`src/hdl/psg_pkg.sv`:
```
`timescale 1ns / 1ps

package psg_pkg;

	localparam int BYTE_W   = 8;
	localparam int RATE_W   = 24;
	localparam int SAMPLE_W = 14;
	localparam int PERIOD_W = 10;
	localparam int ATT_W    = 4;
	localparam int CNT_W    = 11;
	localparam int LFSR_W   = 16;
	localparam int FRAC_W   = 16;
	localparam int STEPS_W  = 9;
	localparam int LEVEL_W  = 11;
	localparam int CTL_W    = 3;
	localparam int CH_W     = 2;
	localparam int NUM_TONES = 3;

	localparam logic [RATE_W-1:0] RATE_RESET         = 24'd332466;
	localparam logic [LFSR_W-1:0] LFSR_SEED          = 16'h8000;
	localparam logic [CNT_W-1:0]  ZERO_PERIOD_RELOAD = 11'h400;
	localparam logic [CNT_W-1:0]  NOISE_BASE_RELOAD  = 11'h010;
	localparam logic [ATT_W-1:0]  ATT_SILENT         = 4'hF;
	localparam logic [CH_W-1:0]   NOISE_CH           = 2'd3;
	localparam logic [1:0]        NOISE_RATE_TONE2   = 2'd3;

	// Input operation codes
	localparam logic OP_WRITE = 1'b0;
	localparam logic OP_TICK  = 1'b1;

	typedef enum logic [1:0] {
		ST_IDLE,
		ST_STEP,
		ST_MIX,
		ST_DONE
	} state_t;

	// Sequencer commands to the channel datapath
	typedef struct packed {
		logic            wr_en;
		logic            step_en;
		logic            mix_en;
		logic [CH_W-1:0] mix_idx;
	} ctrl_t;

	// Amplitude per attenuation code, 2 dB steps, last code silent
	function automatic logic [LEVEL_W-1:0] level_of(input logic [ATT_W-1:0] att);
		logic [LEVEL_W-1:0] lv;
		case (att)
			4'd0:    lv = 11'd2000;
			4'd1:    lv = 11'd1588;
			4'd2:    lv = 11'd1261;
			4'd3:    lv = 11'd1002;
			4'd4:    lv = 11'd796;
			4'd5:    lv = 11'd632;
			4'd6:    lv = 11'd502;
			4'd7:    lv = 11'd399;
			4'd8:    lv = 11'd316;
			4'd9:    lv = 11'd251;
			4'd10:   lv = 11'd200;
			4'd11:   lv = 11'd158;
			4'd12:   lv = 11'd126;
			4'd13:   lv = 11'd100;
			4'd14:   lv = 11'd79;
			default: lv = 11'd0;
		endcase
		return lv;
	endfunction

	// A zero period counts as the longest period
	function automatic logic [CNT_W-1:0] period_reload(input logic [PERIOD_W-1:0] p);
		logic [CNT_W-1:0] r;
		r = (p == '0) ? ZERO_PERIOD_RELOAD : CNT_W'(p);
		return r;
	endfunction

endpackage

```
`src/hdl/psg_if.sv`:
```
`timescale 1ns / 1ps

// Input transactions: register byte writes and sample ticks
interface psg_req_if;
	logic                           valid;
	logic                           ready;
	logic                           operation;
	logic [psg_pkg::BYTE_W-1:0]     write_byte;
	modport source (output valid, operation, write_byte, input ready);
	modport sink (input valid, operation, write_byte, output ready);
endinterface

// Output transactions: one mixed sample per tick
interface psg_rsp_if;
	logic                               valid;
	logic                               ready;
	logic signed [psg_pkg::SAMPLE_W-1:0] sample;
	modport source (output valid, sample, input ready);
	modport sink (input valid, sample, output ready);
endinterface

// Configuration writes of the step rate register
interface psg_cfg_if;
	logic                       valid;
	logic                       ready;
	logic [psg_pkg::RATE_W-1:0] step_rate;
	modport source (output valid, step_rate, input ready);
	modport sink (input valid, step_rate, output ready);
endinterface

```
`src/hdl/psg_square_noise_generator.sv`:
```
`timescale 1ns / 1ps
// Three tone, one noise sound generator with a mono output.
// req carries one transaction per register byte (operation 0) or sample
// tick (operation 1). A register byte is written when it is accepted and gives
// no output. A tick adds the 8.16 step_rate to the 16-bit phase fraction and
// runs one chip step per cycle in ST_STEP for each whole unit (5 or 6 at the
// reset rate, up to 256), then one shared adder sums the four channel levels,
// one channel per cycle in ST_MIX, into the mix register, which ST_DONE
// registers into the rsp sample; req.ready is low meanwhile.
// cfg writes step_rate at any time and is always ready; write it only while
// no tick is in flight.
// rsp holds its sample until taken. A stalled rsp holds the next tick in
// ST_DONE: register bytes and that tick are still accepted, nothing after it.
// Reset silences all channels, clears periods and counters, seeds the LFSR
// with bit 15 set and restores the default step rate.
module psg_square_noise_generator (
	input  logic       clk,
	input  logic       arst_n,
	psg_req_if.sink    req,
	psg_rsp_if.source  rsp,
	psg_cfg_if.sink    cfg
);
	import psg_pkg::*;

	ctrl_t                      ctl;
	logic [RATE_W-1:0]          step_rate_q;
	logic signed [SAMPLE_W-1:0] mix;

	// Step rate register
	always_ff @(posedge clk or negedge arst_n) begin
		if (!arst_n) begin
			step_rate_q <= RATE_RESET;
		end else if (cfg.valid) begin
			step_rate_q <= cfg.step_rate;
		end
	end

	assign cfg.ready = 1'b1;

	psg_ctrl u_ctrl (
		.clk           (clk),
		.arst_n        (arst_n),
		.req_valid     (req.valid),
		.req_operation (req.operation),
		.req_ready     (req.ready),
		.step_rate     (step_rate_q),
		.ctl           (ctl),
		.mix           (mix),
		.rsp_valid     (rsp.valid),
		.rsp_sample    (rsp.sample),
		.rsp_ready     (rsp.ready)
	);

	psg_core u_core (
		.clk     (clk),
		.arst_n  (arst_n),
		.ctl     (ctl),
		.wr_byte (req.write_byte),
		.mix     (mix)
	);

endmodule

```
`src/hdl/psg_core.sv`:
```
`timescale 1ns / 1ps

module psg_core (
	input  logic                                clk,
	input  logic                                arst_n,
	input  psg_pkg::ctrl_t                      ctl,
	input  logic [psg_pkg::BYTE_W-1:0]          wr_byte,
	output logic signed [psg_pkg::SAMPLE_W-1:0] mix
);
	import psg_pkg::*;

	logic [CH_W-1:0]     chan_q;
	logic                vol_q;
	logic [PERIOD_W-1:0] tone_period_q [NUM_TONES];
	logic [ATT_W-1:0]    tone_att_q    [NUM_TONES];
	logic [CNT_W-1:0]    tone_cnt_q    [NUM_TONES];
	logic                tone_pol_q    [NUM_TONES];
	logic [CTL_W-1:0]    noise_ctl_q;
	logic [ATT_W-1:0]    noise_att_q;
	logic [CNT_W-1:0]    noise_cnt_q;
	logic                noise_pol_q;
	logic [LFSR_W-1:0]   lfsr_q;
	logic signed [SAMPLE_W-1:0] mix_q;

	logic [CNT_W-1:0]  tone_cnt_n [NUM_TONES];
	logic              tone_pol_n [NUM_TONES];
	logic [CNT_W-1:0]  noise_dec;
	logic [CNT_W-1:0]  noise_cnt_n;
	logic              noise_pol_n;
	logic [LFSR_W-1:0] lfsr_n;
	logic              noise_fb;

	logic [ATT_W-1:0]           mix_att;
	logic                       mix_pos;
	logic signed [SAMPLE_W-1:0] mix_mag;
	logic signed [SAMPLE_W-1:0] mix_term;
	logic signed [SAMPLE_W-1:0] mix_base;

	// One chip step: count down, reload and toggle every channel
	always_comb begin
		logic [CNT_W-1:0] dec;
		for (int i = 0; i < NUM_TONES; i++) begin
			dec = (tone_cnt_q[i] == '0) ? '0 : tone_cnt_q[i] - 1'b1;
			if (dec == '0) begin
				tone_cnt_n[i] = period_reload(tone_period_q[i]);
				tone_pol_n[i] = !tone_pol_q[i];
			end else begin
				tone_cnt_n[i] = dec;
				tone_pol_n[i] = tone_pol_q[i];
			end
		end
		noise_dec   = (noise_cnt_q == '0) ? '0 : noise_cnt_q - 1'b1;
		noise_cnt_n = noise_dec;
		noise_pol_n = noise_pol_q;
		lfsr_n      = lfsr_q;
		noise_fb    = lfsr_q[0] ^ (noise_ctl_q[2] & lfsr_q[3]);
		if (noise_dec == '0) begin
			if (noise_ctl_q[1:0] == NOISE_RATE_TONE2) begin
				noise_cnt_n = period_reload(tone_period_q[2]);
			end else begin
				noise_cnt_n = NOISE_BASE_RELOAD << noise_ctl_q[1:0];
			end
			noise_pol_n = !noise_pol_q;
			// shift only on the rising toggle
			if (!noise_pol_q) begin
				lfsr_n = {noise_fb, lfsr_q[LFSR_W-1:1]};
			end
		end
	end

	// Register writes and chip steps
	always_ff @(posedge clk or negedge arst_n) begin
		if (!arst_n) begin
			chan_q      <= '0;
			vol_q       <= 1'b0;
			noise_ctl_q <= '0;
			noise_att_q <= ATT_SILENT;
			noise_cnt_q <= '0;
			noise_pol_q <= 1'b1;
			lfsr_q      <= LFSR_SEED;
			for (int i = 0; i < NUM_TONES; i++) begin
				tone_period_q[i] <= '0;
				tone_att_q[i]    <= ATT_SILENT;
				tone_cnt_q[i]    <= '0;
				tone_pol_q[i]    <= 1'b1;
			end
		end else if (ctl.wr_en) begin
			if (wr_byte[7]) begin
				// latch byte: channel, type and low four bits
				chan_q <= wr_byte[6:5];
				vol_q  <= wr_byte[4];
				if (wr_byte[4]) begin
					if (wr_byte[6:5] == NOISE_CH) begin
						noise_att_q <= wr_byte[3:0];
					end else begin
						tone_att_q[wr_byte[6:5]] <= wr_byte[3:0];
					end
				end else if (wr_byte[6:5] != NOISE_CH) begin
					tone_period_q[wr_byte[6:5]][3:0] <= wr_byte[3:0];
				end else begin
					noise_ctl_q <= wr_byte[CTL_W-1:0];
					lfsr_q      <= LFSR_SEED;
				end
			end else begin
				// data byte: upper period bits or attenuation
				if (!vol_q && chan_q != NOISE_CH) begin
					tone_period_q[chan_q][PERIOD_W-1:4] <= wr_byte[5:0];
				end else if (vol_q) begin
					if (chan_q == NOISE_CH) begin
						noise_att_q <= wr_byte[3:0];
					end else begin
						tone_att_q[chan_q] <= wr_byte[3:0];
					end
				end
			end
		end else if (ctl.step_en) begin
			for (int i = 0; i < NUM_TONES; i++) begin
				tone_cnt_q[i] <= tone_cnt_n[i];
				tone_pol_q[i] <= tone_pol_n[i];
			end
			noise_cnt_q <= noise_cnt_n;
			noise_pol_q <= noise_pol_n;
			lfsr_q      <= lfsr_n;
		end
	end

	// Select one channel's signed level for the shared adder
	always_comb begin
		if (ctl.mix_idx == NOISE_CH) begin
			mix_att = noise_att_q;
			mix_pos = lfsr_q[0];
		end else begin
			mix_att = tone_att_q[ctl.mix_idx];
			mix_pos = tone_pol_q[ctl.mix_idx];
		end
		mix_mag  = SAMPLE_W'(level_of(mix_att));
		mix_term = mix_pos ? mix_mag : -mix_mag;
		mix_base = (ctl.mix_idx == '0) ? '0 : mix_q;
	end

	// Accumulate one channel per cycle
	always_ff @(posedge clk) begin
		if (ctl.mix_en) begin
			mix_q <= mix_base + mix_term;
		end
	end

	assign mix = mix_q;

endmodule

```
`src/hdl/psg_ctrl.sv`:
```
`timescale 1ns / 1ps

module psg_ctrl (
	input  logic                                clk,
	input  logic                                arst_n,
	input  logic                                req_valid,
	input  logic                                req_operation,
	output logic                                req_ready,
	input  logic [psg_pkg::RATE_W-1:0]          step_rate,
	output psg_pkg::ctrl_t                      ctl,
	input  logic signed [psg_pkg::SAMPLE_W-1:0] mix,
	output logic                                rsp_valid,
	output logic signed [psg_pkg::SAMPLE_W-1:0] rsp_sample,
	input  logic                                rsp_ready
);
	import psg_pkg::*;

	localparam int ACC_W = RATE_W + 1;

	state_t               state_q, state_n;
	logic [STEPS_W-1:0]   steps_q;
	logic [FRAC_W-1:0]    frac_q;
	logic [CH_W-1:0]      idx_q;
	logic                 rsp_valid_q;
	logic signed [SAMPLE_W-1:0] sample_q;

	logic [ACC_W-1:0] acc_sum;
	logic             tick_load;
	logic             out_load;

	assign acc_sum = ACC_W'(frac_q) + ACC_W'(step_rate);

	// Next state and datapath commands
	always_comb begin
		state_n     = state_q;
		req_ready   = 1'b0;
		tick_load   = 1'b0;
		out_load    = 1'b0;
		ctl.wr_en   = 1'b0;
		ctl.step_en = 1'b0;
		ctl.mix_en  = 1'b0;
		ctl.mix_idx = idx_q;
		case (state_q)
			ST_IDLE: begin
				req_ready = 1'b1;
				if (req_valid) begin
					if (req_operation == OP_WRITE) begin
						ctl.wr_en = 1'b1;
					end else begin
						tick_load = 1'b1;
						state_n   = ST_STEP;
					end
				end
			end
			ST_STEP: begin
				if (steps_q == '0) begin
					state_n = ST_MIX;
				end else begin
					ctl.step_en = 1'b1;
				end
			end
			ST_MIX: begin
				ctl.mix_en = 1'b1;
				if (idx_q == NOISE_CH) begin
					state_n = ST_DONE;
				end
			end
			ST_DONE: begin
				if (!rsp_valid_q || rsp_ready) begin
					out_load = 1'b1;
					state_n  = ST_IDLE;
				end
			end
			default: state_n = ST_IDLE;
		endcase
	end

	// State register and step/mix counters
	always_ff @(posedge clk or negedge arst_n) begin
		if (!arst_n) begin
			state_q     <= ST_IDLE;
			steps_q     <= '0;
			frac_q      <= '0;
			idx_q       <= '0;
			rsp_valid_q <= 1'b0;
		end else begin
			state_q <= state_n;
			if (tick_load) begin
				frac_q  <= acc_sum[FRAC_W-1:0];
				steps_q <= acc_sum[ACC_W-1:FRAC_W];
				idx_q   <= '0;
			end else begin
				if (ctl.step_en) begin
					steps_q <= steps_q - 1'b1;
				end
				if (ctl.mix_en) begin
					idx_q <= idx_q + 1'b1;
				end
			end
			if (out_load) begin
				rsp_valid_q <= 1'b1;
			end else if (rsp_ready) begin
				rsp_valid_q <= 1'b0;
			end
		end
	end

	// Hold the finished sample until taken
	always_ff @(posedge clk) begin
		if (out_load) begin
			sample_q <= mix;
		end
	end

	assign rsp_valid  = rsp_valid_q;
	assign rsp_sample = sample_q;

endmodule

```
`src/flat_wrapper.sv`:
```
// flat-port wrapper written by rule: the top's interface ports become plain ports
module psg_square_noise_generator_flat import psg_pkg::*;
  (clk, arst_n, req_valid, req_operation, req_write_byte, req_ready, rsp_valid, rsp_sample, rsp_ready, cfg_valid, cfg_step_rate, cfg_ready);
  psg_req_if req_i ();
  psg_rsp_if rsp_i ();
  psg_cfg_if cfg_i ();
  input  logic clk;
  input  logic arst_n;
  input wire logic [$bits(req_i.valid)-1:0] req_valid;
  input wire logic [$bits(req_i.operation)-1:0] req_operation;
  input wire logic [$bits(req_i.write_byte)-1:0] req_write_byte;
  output wire logic [$bits(req_i.ready)-1:0] req_ready;
  output wire logic [$bits(rsp_i.valid)-1:0] rsp_valid;
  output wire logic [$bits(rsp_i.sample)-1:0] rsp_sample;
  input wire logic [$bits(rsp_i.ready)-1:0] rsp_ready;
  input wire logic [$bits(cfg_i.valid)-1:0] cfg_valid;
  input wire logic [$bits(cfg_i.step_rate)-1:0] cfg_step_rate;
  output wire logic [$bits(cfg_i.ready)-1:0] cfg_ready;
  assign req_i.valid = req_valid;
  assign req_i.operation = req_operation;
  assign req_i.write_byte = req_write_byte;
  assign req_ready = req_i.ready;
  assign rsp_valid = rsp_i.valid;
  assign rsp_sample = rsp_i.sample;
  assign rsp_i.ready = rsp_ready;
  assign cfg_i.valid = cfg_valid;
  assign cfg_i.step_rate = cfg_step_rate;
  assign cfg_ready = cfg_i.ready;
  psg_square_noise_generator u_core (.clk(clk), .arst_n(arst_n), .req(req_i), .rsp(rsp_i), .cfg(cfg_i));
endmodule
```
`config.mk`:
```
export PLATFORM = sky130hd
export DESIGN_NAME = psg_square_noise_generator_flat
export DESIGN_NICKNAME = d
export VERILOG_FILES = /design/src/hdl/psg_pkg.sv /design/src/hdl/psg_if.sv /design/src/hdl/psg_square_noise_generator.sv /design/src/hdl/psg_core.sv /design/src/hdl/psg_ctrl.sv /design/src/flat_wrapper.sv
export SDC_FILE = /design/constraint.sdc
export NUM_CORES = 1
export LEC_CHECK = 0
export ABC_AREA = 1
export BUFFER_PORTS_ARGS = -buffer_cell sky130_fd_sc_hd__buf_2
export CAP_MARGIN = 0
export CORE_ASPECT_RATIO = 1.4
export CORE_UTILIZATION = 40
export CTS_CLUSTER_SIZE = 24
export DETAILED_ROUTE_END_ITERATION = 8
export GPL_ROUTABILITY_DRIVEN = 0
export GPL_TIMING_DRIVEN = 0
export SLEW_MARGIN = 10
export SYNTH_ARGS = -nofsm -noshare
export SYNTH_HDL_FRONTEND = slang
export SYNTH_SLANG_ARGS = --single-unit
```
`constraint.sdc`:
```
create_clock -name clk -period 4.4 [get_ports clk]
set_input_delay 0 -clock clk [delete_from_list [all_inputs] [get_ports clk]]
set_output_delay 0 -clock clk [all_outputs]
set_load 0.1 [all_outputs]
```
# [Word-level counts from Yosys, hierarchy flattened]
# Memories as Yosys holds them, arrays and structs flattened.
# Index checks and enable logic that the tools add are counted.
[classes] add_sub_neg=9 multipliers=0 n_div=0 n_lt_le_gt_ge=5 eq_ne=25 shift=1 mux=81 bitwise=8 reduce_logical=44
[op_table] cell="11-bit 2-to-1 mux" n=12
[op_table] cell="30-bit 2-to-1 mux" n=4
[op_table] cell="16-bit 2-to-1 mux" n=7
[op_table] cell="11-bit zero test" n=8
[op_table] cell="12-bit 2-to-1 mux" n=6
[op_table] cell="30-bit bitwise mux" n=2
[op_table] cell="4-bit 2-to-1 mux" n=12
[op_table] cell="11-bit by 1-bit subtractor with 11-bit output, second input constant" n=4
[op_table] cell="10-bit demux with 2-bit select" n=2
[op_table] cell="2-bit inequality test, second input constant" n=16
[op_table] cell="10-bit zero test" n=3
[op_table] cell="14-bit 2-to-1 mux" n=2
[op_table] cell="16-bit by 24-bit adder with 25-bit output" n=1
[op_table] cell="12-bit bitwise mux" n=2
[op_table] cell="9-bit 2-to-1 mux" n=2
[op_table] cell="6-bit AND reduction" n=3
[op_table] cell="1-bit 2-to-1 mux" n=17
[op_table] cell="4-bit demux with 2-bit select" n=2
[op_table] cell="2-bit nonzero test" n=8
[op_table] cell="14-bit adder" n=1
[op_table] cell="2-bit 2-to-1 mux" n=7
[op_table] cell="11-bit negation with 14-bit output" n=1
[op_table] cell="2-bit equality test, second input constant" n=6
[op_table] cell="3-bit AND reduction" n=4
[op_table] cell="other kinds (23)" n=41
[word_totals] regBits=198 latch_bits=0 mem_bits_rw=0 rom_bits=176 in_bits=38 elab_cells=201 mem_count=1
[memory_table] memory="(name not given)" depth=16 width=11 read_ports=1 rd_clocked_by_memory_dff=0 write_ports=0 line="psg_pkg.sv:49" text="case (att)"

# [Longest topological paths before layout]
# Gate-level depths: netlist (run 1).
[logic_depth] ltp_word=10 mapped_depth=30 mapped_depth_nobuf=29

# [Modules after synthesis]
# From an unflattened synthesis (run 1), not the netlist that was laid out.
[hier_totals] hier_cells=1663 area_unflattened_um2=12485.7
[modules_own_cells] module="psg_core" instances=1 cells_each=1120 area_per_inst_um2=8250.4
[modules_own_cells] module="psg_ctrl" instances=1 cells_each=439 area_per_inst_um2=3239.4
[modules_own_cells] module="psg_square_noise_generator" instances=1 cells_each=104 area_per_inst_um2=996.0

# [Worst setup path before layout (run 1)]
# Ideal clock, no wire load.
[synth_timing] path_type="flip-flop to flip-flop" start="register u_core.u_ctrl.idx_q[1]" end="register u_core.u_core.mix_q[12], in the netlist u_core.u_core.mix[12] (data pin)" arrival_ns=3.594 required_time_ns=4.142 path_slack_ns=0.548 stages_incl_launch_ff=25 path_buffers=2 synth_period_minus_slack_ns=3.852 cell_sequence="dfrtp_1 ha_1 inv_2 or2_1 buf_2 nand2_4 buf_6 inv_1 ha_1 or2_1 nand2_1 ha_1 nand3_1 o21ai_1 xnor2_1 inv_1 ha_1 nand2_1 o21ai_0 a21oi_1 o21ai_0 a21oi_1 nor2_1 nor2_1 xnor2_1"
[synth_between] elab_chain_cells=9 word_cells_on_any_way=16 cone_classes="2 x add/sub; 1 x eq/ne; 10 x mux; 1 x bitwise; 1 x reduce/logical; 1 x memory"
[synth_lines] item="start, declared" line="psg_ctrl.sv:23" text="logic [CH_W-1:0] idx_q;"
[synth_lines] item="start signal, assigned" line="psg_ctrl.sv:97" text="idx_q <= idx_q + 1'b1;"
[synth_lines] item="2-bit inverter with 3-bit output (implied by the code)" line="psg_core.sv:133, psg_core.sv:134"
[synth_lines] item="4-bit binary-select mux with 2-bit select" line="psg_core.sv:133" text="mix_att = tone_att_q[ctl.mix_idx];"
[synth_lines] item="4-bit 2-to-1 mux (implied by the code) (2 in a row)" line="psg_core.sv:133"
[synth_lines] item="4-bit 2-to-1 mux" line="psg_core.sv:129" text="if (ctl.mix_idx == NOISE_CH) begin"
[synth_lines] item="memory read 16 x 11 bit"
[synth_lines] item="11-bit negation with 14-bit output" line="psg_core.sv:137" text="mix_term = mix_pos ? mix_mag : -mix_mag;"
[synth_lines] item="14-bit 2-to-1 mux" line="psg_core.sv:137"
[synth_lines] item="14-bit adder *" line="psg_core.sv:144" text="mix_q <= mix_base + mix_term;"
[synth_lines] item="end signal, assigned" line="psg_core.sv:144"
[synth_lines] item="end, declared" line="psg_core.sv:23" text="logic signed [SAMPLE_W-1:0] mix_q;"
# Mark *: on every way between the ends. The rest lies on a longest branch, timed or not. The select of a mux whose other input is x is not followed.
# A chain may end at the register's enable or synchronous reset.

# [Final worst setup path (run 1)]
[layout_timing] start="register u_core.u_ctrl.idx_q[1]" end="register u_core.u_core.mix_q[11], in the netlist u_core.u_core.mix[11] (data pin)"
# Same word-level chain as after synthesis.

==> metrics.txt, run 1 <==
switching power of the nets 5720 uW; Critical path origin u_core.u_ctrl.idx_q[1]; clock-pin slew on the worst setup and hold paths about 0.080 ns; Reg power frac a little over a quarter; Avg WL per Cell 13.9 microns; n_diodes 0; synth top area cells dfrtp_1, nand2_1, edfxtp_1; Setup crit end kind flop; Synth top area share between 20% and 30%; combinational share of power roughly three fifths; Crit. path cell count 24; die area roughly 30000 sq um; Hold Path Class in2reg; critical path arrival between 4 and 5 ns; Setup CP Type reg2reg; synthesized flop and latch total slightly below 200; vias in the first global route 9948; Post-Syn Area per Cell approximately 7.9 sq um; Synth Cell Area roughly 12000 sq um; Fin. Hold Viols 0; Core Area between 20000 and 30000 sq um; final setup fails 0; Pint approximately 6100 uW; clock power share a little over an eighth; port bufs between 50 and 60; CP Data Required Time 4.60 ns; Die Wd between 100 and 150 microns; crit path to u_core.u_core.mix[11]; sequential fraction of the synthesis area between 40 and 50%; total gr overflow 0; H-tree levels 4; CP Launch Type flop; initial antenna violation count 0; via/cell ratio 4.99; clock root buffer clkbuf_16; final core occ between 40% and 50%; crit-path cells ha_2, inv_4, or2_1, buf_2, nand2_4, buf_6, inv_1, ha_1, or2_1, nand2_1, ha_1, or2_2, nand2_1, inv_1, ha_1, nand3_1, nand2_1, nand3_1, nand2_1, nand3_1, nand2_2, a31oi_4, o21bai_1, xor2_1; Worst R2R Setup Slack between 0.2 and 0.3 ns; clock period minus worst slack between 4 and 5 ns; Synth Instances 1497; Initial DRC Count 474; R2R Path Start u_core.u_ctrl.idx_q[1]; CTS Buf Count 17; FFs w/ async S/R, synth roughly 86%; worst path buffer plus inverter count 5; Peak VDD IR roughly 0.59 mV; Post-route DRC 0; Most used DFF post-synth dfrtp_1; final non-filler cell total roughly 2.0k; Final Slew Violations 0; synth unique cells 55; CP Max Fanout 10; Post-DP HPWL 20.6 mm; via count roughly 10k; Site Rows 74; Sw Ratio between 40% and 50%; pwr/cell area around 870 nW/um^2; pin count of the biggest net entering global routing ~110; die height 206 microns; Post-synth EDFFs 28; initial core utilization roughly two fifths; Rel. slew slack just over 30%; Final ANT Viol Nets 0; Worst-Margin Slew ~1.0 ns; status finished, final reports clean; synthesized net count 1586; critical path's top delay family simple AND/OR/NAND/NOR gates; gr usage total around 20%; area leader, netlist dfrtp_1; reg2reg end u_core.u_core.mix[11]; FF-to-FF path depth 24; wirelength, routed 27.7 mm; # IOs 55; CTS tree yes; clock tree buffer depth 2; fmax 242 MHz; FILL cells 2904; clk_skew 0.0106 ns; Skew-Pair Late Insertion Delay roughly 0.46 ns; number of iterations in the first detailed-routing pass 6; placed insts a little under 2k; LEAKAGE about 0.0064 uW; P&R area growth vs syn 14.7%; Most common cell on crit path nand2_1; first-pass GRT wire length 47.4 mm; CTS sink count 198; Critical Path Max Stage Delay roughly 0.44 ns; period utilization a little over nine tenths; YS warnings 0; Crit-path slowest cell dfrtp_2; fraction of layout cells with a size suffix above 1 13.6%; Nets 1696; Max-Cap Viols 0; setup TNS 0 ns
==> per-layer routing <==
metal | share of wire [%] | up-vias | track usage [%]
met1 | 43 | 4671 | 22.1
met4 | 2.6 | 0 | 8.47
met2 | 52 | 132 | 36.3
met5 | 0 | - | 0
li1 | - | 5146 | -
met3 | 2.4 | 40 | 3.30
==> through the flow <==
| stage | instance area, sq um | worst slack (ns) | hold slack (ns) | total power, uW |
|---|---|---|---|---|
| after global placement | 12600 | -0.0457 | 0.216 | 9940 |
| after global routing | 13600 | -0.0107 | 0.0457 | 13000 |
| after detailed placement | 12700 | -0.0454 | -0.0203 | 10100 |
| final | 13600 | 0.267 | 0.0261 | 11800 |
| after floorplan | 11900 | 0.548 | -0.296 | 8620 |
| after CTS | 13600 | 0.0798 | 0.0158 | 11700 |
==> final cells by class <==
cell class,count,area [sq um],area share (%)
clock inverter,13,124,0.910
buffer,37,190,1.40
timing repair buffer,91,669,4.92
sequential,198,5130,37.7
clock buffer,19,433,3.18
multi-input combinational,1085,5920,43.5
inverter,177,672,4.93
tap,380,475,3.49
==> cells in the final DEF (no fill, tap or decap), types with 12 or more instances in the layout <==
cell             n
dfstp_2         29
o21ai_0        139
clkbuf_16       17
clkbuf_1        27
o21ai_1         14
buf_2           54
a21oi_1         58
ha_1            48
inv_2           13
nor3_1          21
nand3_1        114
inv_1          161
edfxtp_1        28
nor2_2          12
nand4_1         18
mux2_2          17
dlygate4sd3_1   34
xnor2_1         20
xor2_1          29
nor2_1         107
nand2_1        374
dfrtp_1        140
==> power by group through the flow <==
stage                     registers [uW]  logic [uW]  clock network [uW]
after floorplan                     3520        5090                   0
after global placement              3210        6730                   0
after detailed placement            3220        6850                   0
after CTS                           3190        6920                1590
after global routing                3280        8040                1650
final                               3190        7060                1540
==> cell usage after synthesis (2+ instances only) <==
cell type and n:
nand2_1 376, inv_1 162, dfrtp_1 141, o21ai_0 141
nand3_1 114, nor2_1 107, a21oi_1 60, ha_1 49
dfstp_2 29, xor2_1 29, edfxtp_1 28, clkbuf_1 25
nor3_1 21, xnor2_1 20, nand4_1 18, mux2_2 17
inv_2 14, o21ai_1 13, nor2_2 12, a31oi_1 9
nand3_2 9, nand2_2 8, nor2_4 7, buf_6 6
o211ai_1 6, o21bai_1 6, o31ai_1 6, or2_2 6
a22oi_1 5, nand2_4 5, nor4_1 5, nand3b_1 4
o22ai_1 4, and2_1 3, buf_1 3, o21a_1 3
o221ai_1 3, buf_2 2, fa_1 2, nor3_4 2
o21ai_2 2, or2_1 2
==> kinds of logic after synthesis <==
kind of cell | after synthesis | share of synthesized area [%]
compound gates | 261 | 11.9
xor+xnor | 49 | 3.62
fa+ha+maj | 51 | 5.50
buf+inv | 214 | 7.22
flops | 198 | 43.2
mux | 18 | 1.70
other cells | 1 | 0.0316
simple gates | 705 | 26.8
==> worst min-delay path: stages <==
cell and delay (ns):
buf_2 0.09, inv_1 0.17, o21ai_0 0.20
==> worst min-delay path by stage <==
stage                                 start                              end  slack [ns]  cells after the start
after floorplan                      arst_n            u_core.step_rate_q[0]       -0.30                      0
after global placement    cfg_step_rate[20]           u_core.step_rate_q[20]        0.22                      3
after detailed placement             arst_n     u_core.u_core.noise_cnt_q[1]       -0.02                      1
after CTS                 req_write_byte[3]  u_core.u_core.tone_period_q[23]        0.02                      3
after global routing      req_write_byte[3]  u_core.u_core.tone_period_q[17]        0.05                      3
final                     req_write_byte[3]   u_core.u_core.tone_period_q[3]        0.03                      3
==> state kept, by name, summed over array words and instances, names as in the netlist, 2 cells and up <==
name	count
u_core.step_rate_q	24
u_core.u_core.chan_q	2
u_core.u_core.lfsr_q	16
u_core.u_core.mix	14
u_core.u_core.noise_att_q	4
u_core.u_core.noise_cnt_q	11
u_core.u_core.noise_ctl_q	3
u_core.u_core.tone_att_q	12
u_core.u_core.tone_cnt_q	33
u_core.u_core.tone_period_q	30
u_core.u_core.tone_pol_q	3
u_core.u_ctrl.frac_q	16
u_core.u_ctrl.idx_q	2
u_core.u_ctrl.rsp_sample	14
u_core.u_ctrl.state_q	2
u_core.u_ctrl.steps_q	9
==> timing repair <==
item	4_1_cts	5_1_grt
gates resized for setup	2	13
hold endpoints to repair	103	0
setup endpoints to repair	2	5
pin swaps	0	0
hold buffers	34	0
buffers inserted	0	2
(Power assumes the default switching activity.)
==> run 2, diff against run 1 <==
--- a/config.mk
+++ b/config.mk
@@ -14,6 +14,7 @@
 export DETAILED_ROUTE_END_ITERATION = 8
 export GPL_ROUTABILITY_DRIVEN = 0
 export GPL_TIMING_DRIVEN = 0
+export PLACE_DENSITY = 0.57
 export SLEW_MARGIN = 10
 export SYNTH_ARGS = -nofsm -noshare
 export SYNTH_HDL_FRONTEND = slang
==> constraint.sdc (replaced) <==
create_clock -name clk -period 4.4 [get_ports clk]
set_input_delay 0 -clock clk [delete_from_list [all_inputs] [get_ports clk]]
set_output_delay 0 -clock clk [all_outputs]
set_load 0.02 [all_outputs]
==> metrics.txt, run 2 (synthesis results as in run 1) <==
status finished, final reports clean; via count 10.1k (+1.2%); Final Slew Violations 0 (unchanged); CP Launch Type flop; die area 30400 sq um (unchanged); number of iterations in the first detailed-routing pass 5 (-1); commonest non-fill, non-tap cell in the layout nand2_1; Initial DRC Count 497 (+4.9%); initial core utilization 40.7% (unchanged); P&R area growth vs syn 15.4%; fraction of layout cells with a size suffix above 1 14.1% (+0.49 points); most frequent cells in the layout nand2_1, inv_1, dfrtp_1; setup TNS 0 ns (unchanged); die height 206 microns (unchanged); Critical path origin u_core.u_ctrl.idx_q[1]; Hold Path Class in2reg; pwr/cell area 853 nW/um^2 (-1.5%); clock period minus worst slack 4.18 ns (+0.0495 ns); pin count of the biggest net entering global routing 94 (-11%); fmax 239 MHz (-1.2%); Die Wd 148 microns (unchanged); first-pass GRT wire length 47.9 mm (+1.0%); Skew-Pair Late Insertion Delay 0.46 ns (about the same); Fin. Hold Viols 0 (unchanged); Core Area 29200 sq um (unchanged); FF-to-FF path depth 24 (unchanged); Max-Cap Viols 0 (unchanged); Largest register FFs 33 (unchanged); H-tree levels 4 (unchanged); Post-DP HPWL 21.0 mm (+1.9%); Final ANT Viol Nets 0 (unchanged); R2R Path Start u_core.u_ctrl.idx_q[1]; Setup CP Type reg2reg; LEAKAGE 0.00647 uW (+0.34%); Peak VDD IR 0.649 mV (+9.1%); Post-route DRC 0 (unchanged); Rel. slew slack 30.8% (+0.34 points); Avg WL per Cell 14.1 microns (+2.0%); period utilization 95.1% (+1.1 points); CTS Buf Count 17 (unchanged); placed cell areas 12700 sq um (unchanged); clock tree buffer depth 2 (unchanged); port bufs 53 (unchanged); final setup fails 0 (unchanged); CTS tree yes; gr usage total 19.9% (+0.20 points); initial antenna violation count 0 (unchanged); Worst R2R Setup Slack 0.22 ns (-0.05 ns); Largest Register u_core.u_core.tone_cnt_q; cell area after layout 13700 sq um (+0.56%); CTS sink count 198 (unchanged); reg2reg end u_core.u_core.mix[11]; top flop regs u_core.u_core.tone_cnt_q: 33 flops, u_core.u_core.tone_period_q: 30 flops, u_core.step_rate_q: 24 flops; wirelength, routed 28.3 mm (+2.0%); Worst-Margin Slew 1.04 ns (-0.00517 ns); clock-pin slew on the worst setup and hold paths 0.08 ns (about the same); vias in the first global route 10.1k (+1.3%); RSZ-0062 raised after global routing yes; clock root buffer clkbuf_16; CP Max Fanout 10 (unchanged); clk_skew 0.0120 ns (+0.00139 ns); hold path depth 5 (+2); Setup crit end kind flop; crit path to u_core.u_core.mix[11]; # IOs 55 (unchanged); Nets 1696 (unchanged); total gr overflow 0 (unchanged); FILL cells 2921 (+0.59%); Site Rows 74 (unchanged); critical path arrival 4.38 ns (+0.04 ns); n_diodes 0 (unchanged); CP Data Required Time 4.60 ns (about the same); via/cell ratio 5.06 (+1.2%)
==> run 2: timing repair <==
item / in CTS / in global routing
pin swaps: 0 / 3
gates resized for setup: 2 / 18
buffers inserted: 0 / 3
endpoints found under the hold margin: 113 / 0
hold buffers: 33 / 0
gates cloned: 0 / 0
setup endpoints to repair: 2 / 5
==> run 2: where the power goes <==
| part | internal (uW) | switching, uW |
|---|---|---|
| combinational | 2610 | 4240 |
| clock | 842 | 790 |
| sequential | 2770 | 422 |
==> run 2: area by class of cell <==
type / count / area [sq um] / share of cell area [%]
Multi-Input combinational cell: 1085 / 5950 / 43.5
Sequential cell: 198 / 5130 / 37.5
Buffer: 37 / 190 / 1.39
Timing Repair Buffer: 91 / 667 / 4.87
Tap cell: 380 / 475 / 3.47
Clock inverter: 14 / 156 / 1.14
Inverter: 177 / 669 / 4.89
Clock buffer: 18 / 450 / 3.29
==> run 2: layer usage <==
metal	share of wire, %	vias to the layer above	GRT usage [%]
met2	52	144	36.5
li1	-	5172	-
met4	2.4	0	7.95
met3	2.4	45	2.82
met1	43	4750	23.0
met5	0	-	0
==> run 2: how the worst min path moves through the flow <==
stage / startpoint / endpoint / slack, ns
4_1_cts: req_write_byte[7] / u_core.u_core.tone_period_q[14] / 0.008
2_1_floorplan: arst_n / u_core.step_rate_q[0] / -0.30
3_5_place_dp: arst_n / u_core.u_core.noise_cnt_q[3] / 0.03
5_1_grt: req_write_byte[3] / u_core.u_core.tone_period_q[3] / 0.05
6_report: req_write_byte[7] / u_core.u_core.tone_period_q[14] / 0.04
3_3_place_gp: cfg_step_rate[22] / u_core.step_rate_q[22] / 0.21
==> run 2: per-stage QoR <==
step	setup slack (ns)	hold WS, ns	std cells	total power [uW]	utilization (%)
2_1_floorplan	0.548	-0.296	1497	8250	-
3_3_place_gp	-0.0519	0.209	1930	9590	43.2
3_5_place_dp	-0.0360	0.0322	1932	9710	43.4
4_1_cts	0.0970	0.00809	1997	11400	46.6
5_1_grt	-0.0685	0.0524	2000	12900	47.0
6_report	0.218	0.0391	2000	11700	47.0
==> run 2: critical path, cell delays in order (launching register included) <==
cell      delay [ns]
dfrtp_1         0.41
ha_2            0.23
inv_4           0.07
or2_1           0.20
buf_2           0.16
nand2_4         0.09
buf_6           0.13
inv_1           0.05
ha_1            0.25
or2_1           0.23
nand2_1         0.13
ha_1            0.24
or2_2           0.29
nand2_1         0.11
inv_1           0.05
ha_1            0.28
nand3_1         0.08
nand2_1         0.09
nand3_1         0.08
nand2_1         0.11
nand3_1         0.09
nand2_1         0.11
a31oi_4         0.19
o21bai_1        0.10
xor2_1          0.14
